--- src/hdl/utf8wd_pkg.sv ---
// utf8wd_pkg: shared types, constants and the lead-byte length function
// for the utf-8 to wide decoder; no dependencies
package utf8wd_pkg;

    localparam int OUT_DEPTH   = 4;   // result queue entries, at least MAX_RESULTS
    localparam int MAX_RESULTS = 2;   // results one item can cause

    localparam logic [7:0]  ASCII_LIMIT = 8'h80;
    localparam logic [7:0]  LEAD2_MASK  = 8'hE0;
    localparam logic [7:0]  LEAD2_CODE  = 8'hC0;
    localparam logic [7:0]  LEAD3_MASK  = 8'hF0;
    localparam logic [7:0]  LEAD3_CODE  = 8'hE0;
    localparam logic [7:0]  LEAD4_MASK  = 8'hF8;
    localparam logic [7:0]  LEAD4_CODE  = 8'hF0;

    localparam logic [20:0] SURR_BASE   = 21'h10000;
    localparam logic [20:0] SURR_HIGH   = 21'h0D800;
    localparam logic [20:0] SURR_LOW    = 21'h0DC00;

    // sequence lengths
    localparam logic [2:0]  LEN_BAD = 3'd0;
    localparam logic [2:0]  LEN_1   = 3'd1;
    localparam logic [2:0]  LEN_2   = 3'd2;
    localparam logic [2:0]  LEN_3   = 3'd3;
    localparam logic [2:0]  LEN_4   = 3'd4;

    typedef struct packed {
        logic [20:0] code_unit;
        logic        end_of_string;
        logic        no_unit;
    } t_result;

    typedef struct packed {
        logic [1:0]                     num;  // results produced, 0 to 2
        t_result [MAX_RESULTS-1:0]      res;  // res[0] goes out first
    } t_step;

    function automatic logic [2:0] lead_length(input logic [7:0] c);
        logic [2:0] len;
        if (c < ASCII_LIMIT) begin
            len = LEN_1;
        end else if ((c & LEAD2_MASK) == LEAD2_CODE) begin
            len = LEN_2;
        end else if ((c & LEAD3_MASK) == LEAD3_CODE) begin
            len = LEN_3;
        end else if ((c & LEAD4_MASK) == LEAD4_CODE) begin
            len = LEN_4;
        end else begin
            len = LEN_BAD;
        end
        return len;
    endfunction

endpackage

--- src/hdl/utf8wd_decode.sv ---
// utf8wd_decode: combinational decode of one byte against the open sequence
// depends on utf8wd_pkg
module utf8wd_decode (
    input  logic [1:0]      i_pend_cnt,
    input  logic [2:0][7:0] i_pend,
    input  logic [7:0]      i_byte,
    input  logic            i_final,
    input  logic            i_mode,
    output utf8wd_pkg::t_step o_step,
    output logic [1:0]      o_next_cnt,
    output logic            o_store
);

    logic [7:0]  b0, b1, b2, b3;
    logic [2:0]  n;
    logic [2:0]  need;
    logic [2:0]  len1;
    logic        full;
    logic        do_run;
    logic [20:0] cp;
    logic [20:0] v;
    logic        split;
    logic [20:0] cp2;

    // assembled sequence: buffered bytes then the new one
    assign b0 = (i_pend_cnt == 2'd0) ? i_byte : i_pend[0];
    assign b1 = (i_pend_cnt == 2'd1) ? i_byte : i_pend[1];
    assign b2 = (i_pend_cnt == 2'd2) ? i_byte : i_pend[2];
    assign b3 = i_byte;
    assign n  = {1'b0, i_pend_cnt} + 3'd1;

    assign need   = utf8wd_pkg::lead_length(b0);
    assign len1   = utf8wd_pkg::lead_length(b1);
    assign full   = (need <= n);
    assign do_run = i_final || full;

    assign o_next_cnt = do_run ? 2'd0 : n[1:0];
    assign o_store    = !do_run;

    always_comb begin
        case (need)
            utf8wd_pkg::LEN_1: cp = {13'b0, b0};
            utf8wd_pkg::LEN_2: cp = {10'b0, b0[4:0], b1[5:0]};
            utf8wd_pkg::LEN_3: cp = {5'b0, b0[3:0], b1[5:0], b2[5:0]};
            default:           cp = {b0[2:0], b1[5:0], b2[5:0], b3[5:0]};
        endcase
    end

    assign v     = cp - utf8wd_pkg::SURR_BASE;
    assign split = i_mode && (cp >= utf8wd_pkg::SURR_BASE);
    // two-byte sequence starting after a dropped lead
    assign cp2   = {10'b0, b1[4:0], b2[5:0]};

    always_comb begin
        o_step = '0;
        if (do_run) begin
            if (full) begin
                if (need != utf8wd_pkg::LEN_BAD) begin
                    if (split) begin
                        o_step.res[0].code_unit = utf8wd_pkg::SURR_HIGH | {10'b0, v[20:10]};
                        o_step.res[1].code_unit = utf8wd_pkg::SURR_LOW | {11'b0, v[9:0]};
                        o_step.num = 2'd2;
                    end else begin
                        o_step.res[0].code_unit = cp;
                        o_step.num = 2'd1;
                    end
                end
            end else begin
                // cut short at end of string: lead dropped, rest decoded as leads
                case (n)
                    3'd2: begin
                        if (!b1[7]) begin
                            o_step.res[0].code_unit = {13'b0, b1};
                            o_step.num = 2'd1;
                        end
                    end
                    3'd3: begin
                        if (len1 == utf8wd_pkg::LEN_1) begin
                            o_step.res[0].code_unit = {13'b0, b1};
                            if (!b2[7]) begin
                                o_step.res[1].code_unit = {13'b0, b2};
                                o_step.num = 2'd2;
                            end else begin
                                o_step.num = 2'd1;
                            end
                        end else if (len1 == utf8wd_pkg::LEN_2) begin
                            o_step.res[0].code_unit = cp2;
                            o_step.num = 2'd1;
                        end else if (!b2[7]) begin
                            o_step.res[0].code_unit = {13'b0, b2};
                            o_step.num = 2'd1;
                        end
                    end
                    default: ;
                endcase
            end
            if (i_final) begin
                case (o_step.num)
                    2'd0: begin
                        o_step.res[0].end_of_string = 1'b1;
                        o_step.res[0].no_unit       = 1'b1;
                        o_step.num = 2'd1;
                    end
                    2'd1:    o_step.res[0].end_of_string = 1'b1;
                    default: o_step.res[1].end_of_string = 1'b1;
                endcase
            end
        end
    end

endmodule

--- src/hdl/utf8wd_out_fifo.sv ---
// utf8wd_out_fifo: result queue taking up to two results per cycle, one out
// depends on utf8wd_pkg
module utf8wd_out_fifo #(
    parameter int DEPTH = utf8wd_pkg::OUT_DEPTH
) (
    input  logic                i_clk,
    input  logic                i_rst_n,
    input  utf8wd_pkg::t_step   i_push,
    output logic                o_room,
    output logic                o_valid,
    input  logic                i_ready,
    output utf8wd_pkg::t_result o_head
);

    localparam int PW = (DEPTH > 1) ? $clog2(DEPTH) : 1;
    localparam int CW = $clog2(DEPTH + 1);

    utf8wd_pkg::t_result r_mem [DEPTH];
    logic [PW-1:0] r_wp, r_rp;
    logic [CW-1:0] r_count;
    logic [PW-1:0] n_wp, n_rp, wp1, wp2;
    logic [CW-1:0] n_count;
    logic          pop;

    assign wp1 = (r_wp == PW'(DEPTH - 1)) ? '0 : r_wp + 1'b1;
    assign wp2 = (wp1 == PW'(DEPTH - 1)) ? '0 : wp1 + 1'b1;

    assign o_valid = (r_count != '0);
    assign o_room  = (r_count <= CW'(DEPTH - utf8wd_pkg::MAX_RESULTS));
    assign o_head  = r_mem[r_rp];
    assign pop     = o_valid && i_ready;

    always_comb begin
        case (i_push.num)
            2'd0:    n_wp = r_wp;
            2'd1:    n_wp = wp1;
            default: n_wp = wp2;
        endcase
        n_rp    = pop ? ((r_rp == PW'(DEPTH - 1)) ? '0 : r_rp + 1'b1) : r_rp;
        n_count = r_count + CW'(i_push.num) - CW'(pop);
    end

    always_ff @(posedge i_clk) begin
        if (!i_rst_n) begin
            r_wp    <= '0;
            r_rp    <= '0;
            r_count <= '0;
        end else begin
            r_wp    <= n_wp;
            r_rp    <= n_rp;
            r_count <= n_count;
        end
    end

    always_ff @(posedge i_clk) begin
        if (i_push.num != 2'd0) begin
            r_mem[r_wp] <= i_push.res[0];
        end
        if (i_push.num == 2'd2) begin
            r_mem[wp1] <= i_push.res[1];
        end
    end

    a_no_overflow: assert property (@(posedge i_clk) disable iff (!i_rst_n)
        (i_push.num != 2'd0) |-> o_room)
        else $error("result pushed without room");

    a_count_bound: assert property (@(posedge i_clk) disable iff (!i_rst_n)
        r_count <= CW'(DEPTH))
        else $error("result queue count beyond depth");

    a_pop_drops: assert property (@(posedge i_clk) disable iff (!i_rst_n)
        (pop && i_push.num == 2'd0) |=> (r_count == $past(r_count) - 1'b1))
        else $error("result queue count did not follow a pop");

endmodule

--- src/hdl/utf8_to_wide_decoder.sv ---
// utf8_to_wide_decoder: top level, input register, open-sequence state,
// mode register; depends on utf8wd_pkg, utf8wd_decode, utf8wd_out_fifo

// Takes a utf-8 string one byte per item and delivers utf-16 code units
// (mode register 1, the reset value) or whole 21-bit code points (mode 0).
// Each accepted item lands in an input register; once the queue has room
// for two results it is decoded against the bytes of the open sequence
// and its results, none to two, go into a small result queue that drives
// the output ports. An item is taken every cycle while the queue has room
// for two results, so the block sustains one item per cycle; the first
// result passes the input register and then the queue on its way out.
// The queue drains one result a cycle, so a stream of items that yield
// surrogate pairs fills it and holds off input. Continuation bytes are
// not checked, overlong forms and surrogates pass through, and bytes that
// are not valid leads are dropped. When the final byte cuts a sequence
// short, its lead is dropped and the bytes after it are decoded again as
// leads. The last result of a string carries end_of_string; if the string
// leaves nothing to send, an end-only result with no_unit set and code_unit
// zero is sent. The user must write the mode register through i_cfg_we and
// i_cfg_wdata only while the block is idle; the block does not enforce it.
module utf8_to_wide_decoder #(
    parameter int OUT_DEPTH = utf8wd_pkg::OUT_DEPTH
) (
    input  logic        i_clk,
    input  logic        i_rst_n,
    // mode register
    input  logic        i_cfg_we,
    input  logic        i_cfg_wdata,
    // input items
    input  logic        i_in_valid,
    output logic        o_in_ready,
    input  logic [7:0]  i_in_byte,
    input  logic        i_is_final,
    // result items
    output logic        o_out_valid,
    input  logic        i_out_ready,
    output logic [20:0] o_code_unit,
    output logic        o_end_of_string,
    output logic        o_no_unit
);

    // mode register
    logic r_utf16_mode;

    // input register
    logic       r_in_valid;
    logic [7:0] r_in_byte;
    logic       r_in_final;
    logic       n_in_valid;

    // open sequence: buffered lead and continuation bytes
    logic [2:0][7:0] r_pend;
    logic [1:0]      r_pend_cnt;

    logic                in_acc;
    logic                proc;
    logic                room;
    utf8wd_pkg::t_step   dec_step;
    utf8wd_pkg::t_step   push;
    logic [1:0]          dec_next_cnt;
    logic                dec_store;
    utf8wd_pkg::t_result head;

    always_ff @(posedge i_clk) begin
        if (!i_rst_n) begin
            r_utf16_mode <= 1'b1;
        end else if (i_cfg_we) begin
            r_utf16_mode <= i_cfg_wdata;
        end
    end

    // the held item is decoded once the queue can take two results
    assign proc       = r_in_valid && room;
    assign o_in_ready = !r_in_valid || proc;
    assign in_acc     = i_in_valid && o_in_ready;
    assign n_in_valid = in_acc ? 1'b1 : (proc ? 1'b0 : r_in_valid);

    always_ff @(posedge i_clk) begin
        if (!i_rst_n) begin
            r_in_valid <= 1'b0;
        end else begin
            r_in_valid <= n_in_valid;
        end
    end

    always_ff @(posedge i_clk) begin
        if (in_acc) begin
            r_in_byte  <= i_in_byte;
            r_in_final <= i_is_final;
        end
    end

    utf8wd_decode u_decode (
        .i_pend_cnt (r_pend_cnt),
        .i_pend     (r_pend),
        .i_byte     (r_in_byte),
        .i_final    (r_in_final),
        .i_mode     (r_utf16_mode),
        .o_step     (dec_step),
        .o_next_cnt (dec_next_cnt),
        .o_store    (dec_store)
    );

    // open sequence advances only when the held item is decoded
    always_ff @(posedge i_clk) begin
        if (!i_rst_n) begin
            r_pend_cnt <= 2'd0;
        end else if (proc) begin
            r_pend_cnt <= dec_next_cnt;
        end
    end

    always_ff @(posedge i_clk) begin
        if (proc && dec_store) begin
            r_pend[r_pend_cnt] <= r_in_byte;
        end
    end

    always_comb begin
        push = dec_step;
        if (!proc) begin
            push.num = 2'd0;
        end
    end

    utf8wd_out_fifo #(
        .DEPTH (OUT_DEPTH)
    ) u_out_fifo (
        .i_clk   (i_clk),
        .i_rst_n (i_rst_n),
        .i_push  (push),
        .o_room  (room),
        .o_valid (o_out_valid),
        .i_ready (i_out_ready),
        .o_head  (head)
    );

    assign o_code_unit     = head.code_unit;
    assign o_end_of_string = head.end_of_string;
    assign o_no_unit       = head.no_unit;

    a_final_closes: assert property (@(posedge i_clk) disable iff (!i_rst_n)
        (proc && r_in_final) |=> (r_pend_cnt == 2'd0))
        else $error("sequence left open after final byte");

    a_final_emits: assert property (@(posedge i_clk) disable iff (!i_rst_n)
        (proc && r_in_final) |-> (dec_step.num != 2'd0))
        else $error("final byte produced no result");

    a_open_lead: assert property (@(posedge i_clk) disable iff (!i_rst_n)
        (r_pend_cnt != 2'd0) |->
        (utf8wd_pkg::lead_length(r_pend[0]) > {1'b0, r_pend_cnt}))
        else $error("open sequence not headed by an unfinished lead");

    a_end_only: assert property (@(posedge i_clk) disable iff (!i_rst_n)
        (o_out_valid && o_no_unit) |-> (o_end_of_string && o_code_unit == 21'd0))
        else $error("end-only result malformed");

endmodule
--- config.mk ---
export PLATFORM = sky130hd
export DESIGN_NAME = utf8_to_wide_decoder
export DESIGN_NICKNAME = d
export VERILOG_FILES = /design/src/hdl/utf8wd_pkg.sv /design/src/hdl/utf8wd_decode.sv /design/src/hdl/utf8wd_out_fifo.sv /design/src/hdl/utf8_to_wide_decoder.sv
export SDC_FILE = /design/constraint.sdc
export NUM_CORES = 1
export LEC_CHECK = 0
export CORE_MARGIN = 10
export CORE_UTILIZATION = 25
export CTS_CLUSTER_SIZE = 20
export DETAILED_ROUTE_END_ITERATION = 12
export DONT_BUFFER_PORTS = 1
export SYNTH_ARGS = -nofsm -noshare
export SYNTH_HDL_FRONTEND = slang
export SYNTH_SLANG_ARGS = --single-unit
--- constraint.sdc ---
create_clock -name i_clk -period 4.65 [get_ports i_clk]
set_input_delay 0 -clock i_clk [delete_from_list [all_inputs] [get_ports i_clk]]
set_output_delay 0 -clock i_clk [all_outputs]
set_load 0.005 [all_outputs]
==> results.yml, run 1 <==
status:
  outcome: "completed"
detailed_routing:
  dr_wl_met2_um: 12020
  drt_iter0_drc: 653
  routed_wirelength_um: 26950
  routed-wl-met3_um: 1678
  top_layer_used: "met4"
  post_drt_wl_per_cell_um: 20.57
  via_per_inst: 5.228
  ant_nets: 0
  drc_errors: 0
  m1WireLength_um: 12800
  via_count: 6849
  dr.pass1.iters: 5
layout:
  fin_area_um2: 10100
  num-nets-final: 889
  final_cells: 1310
  layout_commonest_cell: "nand2_1"
  diodes: 0
  final_util_pct: 30.80
  area_growth_pct: 20.95
  layout-drive-gt1-share_pct: 20.62
  layout_common_cells: "120 x nand2_1, 97 x edfxtp_1, 71 x buf_4"
power_and_ir_drop:
  ir_drop_uv: 283.7
  p_leak_uw: 0.003701
  power_density_nw_per_um2: 379.7
yosys:
  syn_avg_cell_area_um2: 10.50
  synth_top_area_share_pct: 34.89
  synthFlopType: "edfxtp_1"
  seq_area_frac_synth_pct: 44.72
  synth-edff-count: 97
  syn_area_um2: 8349
  synthTopCellsByArea: "edfxtp_1 35%, dfxtp_1 9.8%, mux2i_1 7.0%"
  synthCells: 795
  yosys.cell_types.count: 81
  synth_seq_cells: 138
  yosysTopAreaCell: "edfxtp_1"
  yosysWarnings: 0
  async_flop_share_pct: 0
  syn_nets: 829
timing:
  fin_crit_sh_pct: 94.01
  grt_setup_unrepaired: "no"
  post-route-min-period_ps: 4371
  final-setup-viol-count: 0
  finalClockSkew_ps: 15.72
  fmax_ghz: 0.2288
  hold_violations: 0
  slew_headroom_pct: 41.32
  tightestPinTransition_ps: 880.1
  tns_ps: 0
  drv_slew: 0
place:
  place_inst: 1265
  place_area_um2: 9331
  dp_hpwl_um: 19960
  port_buffers: 0
  gp_congestion: 0.9833
clocking:
  clk_pin_slew_ps: 60
  clkLatencyLatePin_ps: 440
  cts_made_buffers: 17
  htreeDepth: 4
  cts.sinks: 138
  cts_tree: "yes"
  cts_post_setup_buffers_inserted: 0
  clockRootBuffer: "clkbuf_16"
  clk_path_buf_depth: 2
critical_path:
  critPathSlowestCell: "o22ai_1"
  crit_type: "flop to flop"
  crit_path_max_fanout: 27
  path_buf_inv: 5
  cp.arrival_ps: 4520
  path_delay_family: "compound AO/OA/AOI/OAI gates"
  cp.required_ps: 4800
  slowest_delay_ps: 540
  cp-start-kind: "flop"
  cp-end-kind: "flop"
  path_cells: "inv_1, ha_2, buf_12, and3b_1, o22ai_1, o32ai_1, nor4_1, buf_4, nand4b_1, o21a_1, buf_4, a21oi_4, nand4_4, nand2_1, buf_12"
die:
  core_area_um2: 32780
  die_height_um: 202.8
  die_width_um: 202.8
  dieArea_um2: 41110
  start_util_pct: 25.47
  pin_count: 40
  rows: 66
global_routing:
  antenna_found_initial: 0
  grtUsageTotal_pct: 12.90
  first_global_vias: 6600
  grt_pass1_wl_um: 41080
  overflow: 0
  grt_max_degree: 28
hold_path:
  hold_path_class: "primary input to flop"
run:
  drv_cap: 0
flip-flops by register name, indices dropped and copies added, names as in the netlist, named ones only:
register	count
r_utf16_mode	1
u_out_fifo.r_mem	92
r_in_byte	8
r_in_valid	1
u_out_fifo.r_wp	2
r_pend	24
r_pend_cnt	2
u_out_fifo.r_count	3
u_out_fifo.r_rp	2
r_in_final	1
logic make-up (layout without fill, tap and decap cells):
| group | Yosys count | after routing | synth area share (%) |
|---|---|---|---|
| and+or+nand+nor | 274 | 274 | 16.65 |
| buffers and inverters | 65 | 138 | 3.357 |
| DFF | 138 | 138 | 44.72 |
| adders and majority gates | 19 | 19 | 2.937 |
| xor gates and xnor gates | 4 | 4 | 0.4197 |
| AOI/OAI and AO/OA | 195 | 195 | 16.12 |
| muxes | 100 | 100 | 15.79 |
power breakdown:
group | switching, uW | internal [uW]
Combinational | 546 | 385
Sequential | 103 | 1420
Clock | 559 | 820
timing repair:
action | in CTS | in global routing
resized for setup | 0 | 6
setup endpoints to repair | 0 | 104
hold buffers | 13 | 0
endpoints found under the hold margin | 22 | 0
layer usage:
metal | GRT usage (%) | vias up
li1 | - | 3178
met1 | 18.27 | 3381
met2 | 19.06 | 257
met3 | 3.089 | 33
met4 | 3.624 | 0
met5 | 0 | -
Yosys cell counts (14+ instances only):
cell type and n:
dfxtp_1 41, ha_1 18, mux2i_1 58, a21oi_1 52, mux2_2 17, nand3_1 26, inv_1 17, o21ai_0 23
o22ai_1 14, nor2_1 43, a22oi_1 21, edfxtp_1 97, clkbuf_1 28, nand2_1 120, mux4_2 23
final timing paths:
path	start	endpoint	slack (ps)	depth (start not counted)
setup / recovery	r_pend_cnt[0]	u_out_fifo.r_mem[0][16]	280	15
hold / removal	i_in_valid	r_in_byte[0]	20	1
setup reg to reg	r_pend_cnt[0]	u_out_fifo.r_mem[0][16]	280	15
hold reg to reg	u_out_fifo.r_mem[2][19]	u_out_fifo.r_mem[2][19]	450	2
worst register-to-register path, delay by kind of cell (launching register included):
kind / cells / cell delay, ps
AND/OR/NAND/NOR: 5 / 1230
AO/OA/AOI/OAI: 4 / 1370
adder cells (fa/ha/maj): 1 / 280
flip-flops: 1 / 310
buffers and inverters: 5 / 910
stage by stage:
stage / total power [uW] / hold slack, ps / setup WS (ps)
floorplan: 2148 / 98.87 / 8.449
global placement: 2462 / 68.34 / 100.4
detailed placement: 2468 / 71.43 / 158.5
CTS: 3866 / 21.95 / 150.7
global route: 4021 / 59.68 / 24.10
finish: 3834 / 21.85 / 278.7
cell type report:
class,instances,area [um2]
Clock buffer,24,536.8
Clock inverter,8,70.07
Fill cell,3332,22690
Inverter,18,67.56
Multi-Input combinational cell,592,4393
Sequential cell,138,3735
Tap cell,442,553.0
Timing Repair Buffer,88,743.2
(Power assumes the default switching activity.)
==> inputs of run 2 (changes only) <==
==> constraint.sdc (replaced) <==
create_clock -name i_clk -period 4.65 [get_ports i_clk]
set_input_delay 0.93 -clock i_clk [delete_from_list [all_inputs] [get_ports i_clk]]
set_output_delay 0.93 -clock i_clk [all_outputs]
set_load 0.005 [all_outputs]
==> run 2 against run 1 <==
- global-route usage hardly changed
- setup slack better by 51 ps
- sequential cell count unchanged
- clock-buffer cell count is 2 lower
- first-iteration DRC count down 2.3%
- sequential power is essentially flat
- maximum frequency up 1.2%
- hold slack improved by 430 ps
- final cell count decreased by 0.99%
- highest routed layer unchanged
==> results.yml, run 2 (synthesis gave the netlist of run 1 again) <==
clocking:
  clk_pin_slew_ps: 80
  cts_post_setup_buffers_inserted: 0
  clockRootBuffer: "clkbuf_16"
  clk_path_buf_depth: 2
  htreeDepth: 4
  cts.sinks: 138
  cts_made_buffers: 17
  cts_tree: "yes"
  clkLatencyLatePin_ps: 440
power_and_ir_drop:
  power_density_nw_per_um2: 388.3
  power.share.switching_pct: 31.63
  p_int_uw: 2648
  clock_power_share_pct: 36.8
  ir_drop_uv: 285.4
  p_leak_uw: 0.003652
  pwr-share-seq_pct: 39.7
  p_switching_uw: 1225
  pwr-share-comb_pct: 23.5
critical_path:
  slowest_delay_ps: 580
  cp-start-kind: "flop"
  reg2reg_depth: 16
  timing.rr.end: "u_out_fifo.r_count[2]"
  crit_type: "flop to flop"
  cp.arrival_ps: 4650
  r2r_setup_slack_ps: 330
  critPathSlowestCell: "or4_1"
  cp.required_ps: 4980
  worstReg2RegStart: "r_pend_cnt[0]"
  crit_cells: 16
  cp-end-kind: "flop"
  path_cells: "inv_1, ha_2, buf_12, and4b_1, or2_1, a221o_1, mux2_2, or4_1, o21a_1, o22ai_4, nand2_1, ha_1, fa_1, xor2_1, xnor2_1, and2_1"
  path_delay_family: "simple AND/OR/NAND/NOR gates"
  path_buf_inv: 2
  crit_path_max_fanout: 27
layout:
  fillers: 3373
  register_area_um2: 3735
  fin_area_um2: 9972
  largest_register_ffs: 92
  final_cells: 1297
  regMostFlops: "u_out_fifo.r_mem"
  layout_common_cells: "120 x nand2_1, 97 x edfxtp_1, 71 x buf_4"
  layout_commonest_cell: "nand2_1"
  diodes: 0
  multi_input_area_um2: 4382
  num-nets-final: 876
  top_regs: "u_out_fifo.r_mem x92, r_pend x24, r_in_byte x8"
  final_util_pct: 30.42
  area_growth_pct: 19.44
  layout-drive-gt1-share_pct: 20.94
place:
  dp_hpwl_um: 20080
  place_area_um2: 9331
  gp_congestion: 0.9809
  port_buffers: 0
  place_inst: 1265
timing:
  fmax_ghz: 0.2315
  finalClockSkew_ps: 16.40
  post-route-min-period_ps: 4321
  final-setup-viol-count: 0
  tightestPinTransition_ps: 1033
  drv_slew: 0
  slew_headroom_pct: 31.03
  whs_ps: 452.8
  fin_crit_sh_pct: 92.91
  grt_setup_unrepaired: "no"
  tns_ps: 0
  hold_violations: 0
global_routing:
  grtUsageTotal_pct: 12.86
  grt_pass1_wl_um: 41060
  antenna_found_initial: 0
  grt_max_degree: 28
  overflow: 0
  first_global_vias: 6549
detailed_routing:
  routed_wirelength_um: 26750
  dr.pass1.iters: 5
  post_drt_wl_per_cell_um: 20.63
  via_per_inst: 5.263
  drc_errors: 0
  drt_iter0_drc: 638
  via_count: 6826
  ant_nets: 0
run:
  drv_cap: 0
hold_path:
  hold_path_class: "flop to flop"
  worstHoldStart: "u_out_fifo.r_mem[2][19]"
  hold_end: "u_out_fifo.r_mem[2][19]"
  whs_path_depth: 2
die:
  die_height_um: 202.8
  pin_count: 40
  die_width_um: 202.8
  rows: 66
  dieArea_um2: 41110
  core_area_um2: 32780
  start_util_pct: 25.47
status:
  outcome: "completed"
[run 2: layout make-up]
cell class	count	area share, %
multi-input combinational	592	43.94
sequential	138	37.45
timing repair buffer	75	6.148
tap	442	5.546
clock buffer	22	5.094
clock inverter	10	1.142
inverter	18	0.6775
[run 2: what timing repair did]
item | CTS | global route
resized for setup | 0 | 5
setup endpoints to repair | 0 | 101
endpoints found under the hold margin | 0 | 0
hold buffers | 0 | 0
[run 2: power groups by stage]
stage	Clock [uW]	Sequential (uW)	Combinational, uW
after floorplan	0	1490	660
after global placement	0	1560	900
after detailed placement	0	1570	905
after CTS	1450	1540	908
after global routing	1500	1560	989
final	1430	1540	909
[run 2: worst reg2reg max path: stages (launching register included)]
cell     delay (ps)
dfxtp_1         330
inv_1            90
ha_2            240
buf_12          170
and4b_1         260
or2_1           270
a221o_1         300
mux2_2          320
or4_1           580
o21a_1          240
o22ai_4         140
nand2_1          70
ha_1            320
fa_1            430
xor2_1          160
xnor2_1         120
and2_1          150
[run 2: how the worst max path moves through the flow]
stage	from	endpoint	slack (ps)
after floorplan	r_pend_cnt[0]	u_out_fifo.r_count[2]	8
after global placement	r_pend_cnt[0]	u_out_fifo.r_mem[3][3]	70
after detailed placement	r_pend_cnt[0]	u_out_fifo.r_mem[2][3]	150
after CTS	r_pend_cnt[0]	u_out_fifo.r_mem[2][3]	120
after global routing	r_pend_cnt[0]	u_out_fifo.r_count[2]	50
final	r_pend_cnt[0]	u_out_fifo.r_count[2]	330
[run 2: metrics by stage]
stage	setup slack [ps]	power [uW]
6_report	329.5	3872
5_1_grt	47.10	4047
4_1_cts	116.9	3903
3_5_place_dp	148.8	2470
3_3_place_gp	69.87	2462
2_1_floorplan	8.449	2148
[run 2: metal layers]
layer	wire [um]	vias to the layer above	global-route usage [%]
met5	0	-	0
met3	1764	38	3.136
met4	637	0	4.503
met1	12610	3358	18.34
met2	11740	275	18.41
li1	-	3155	-
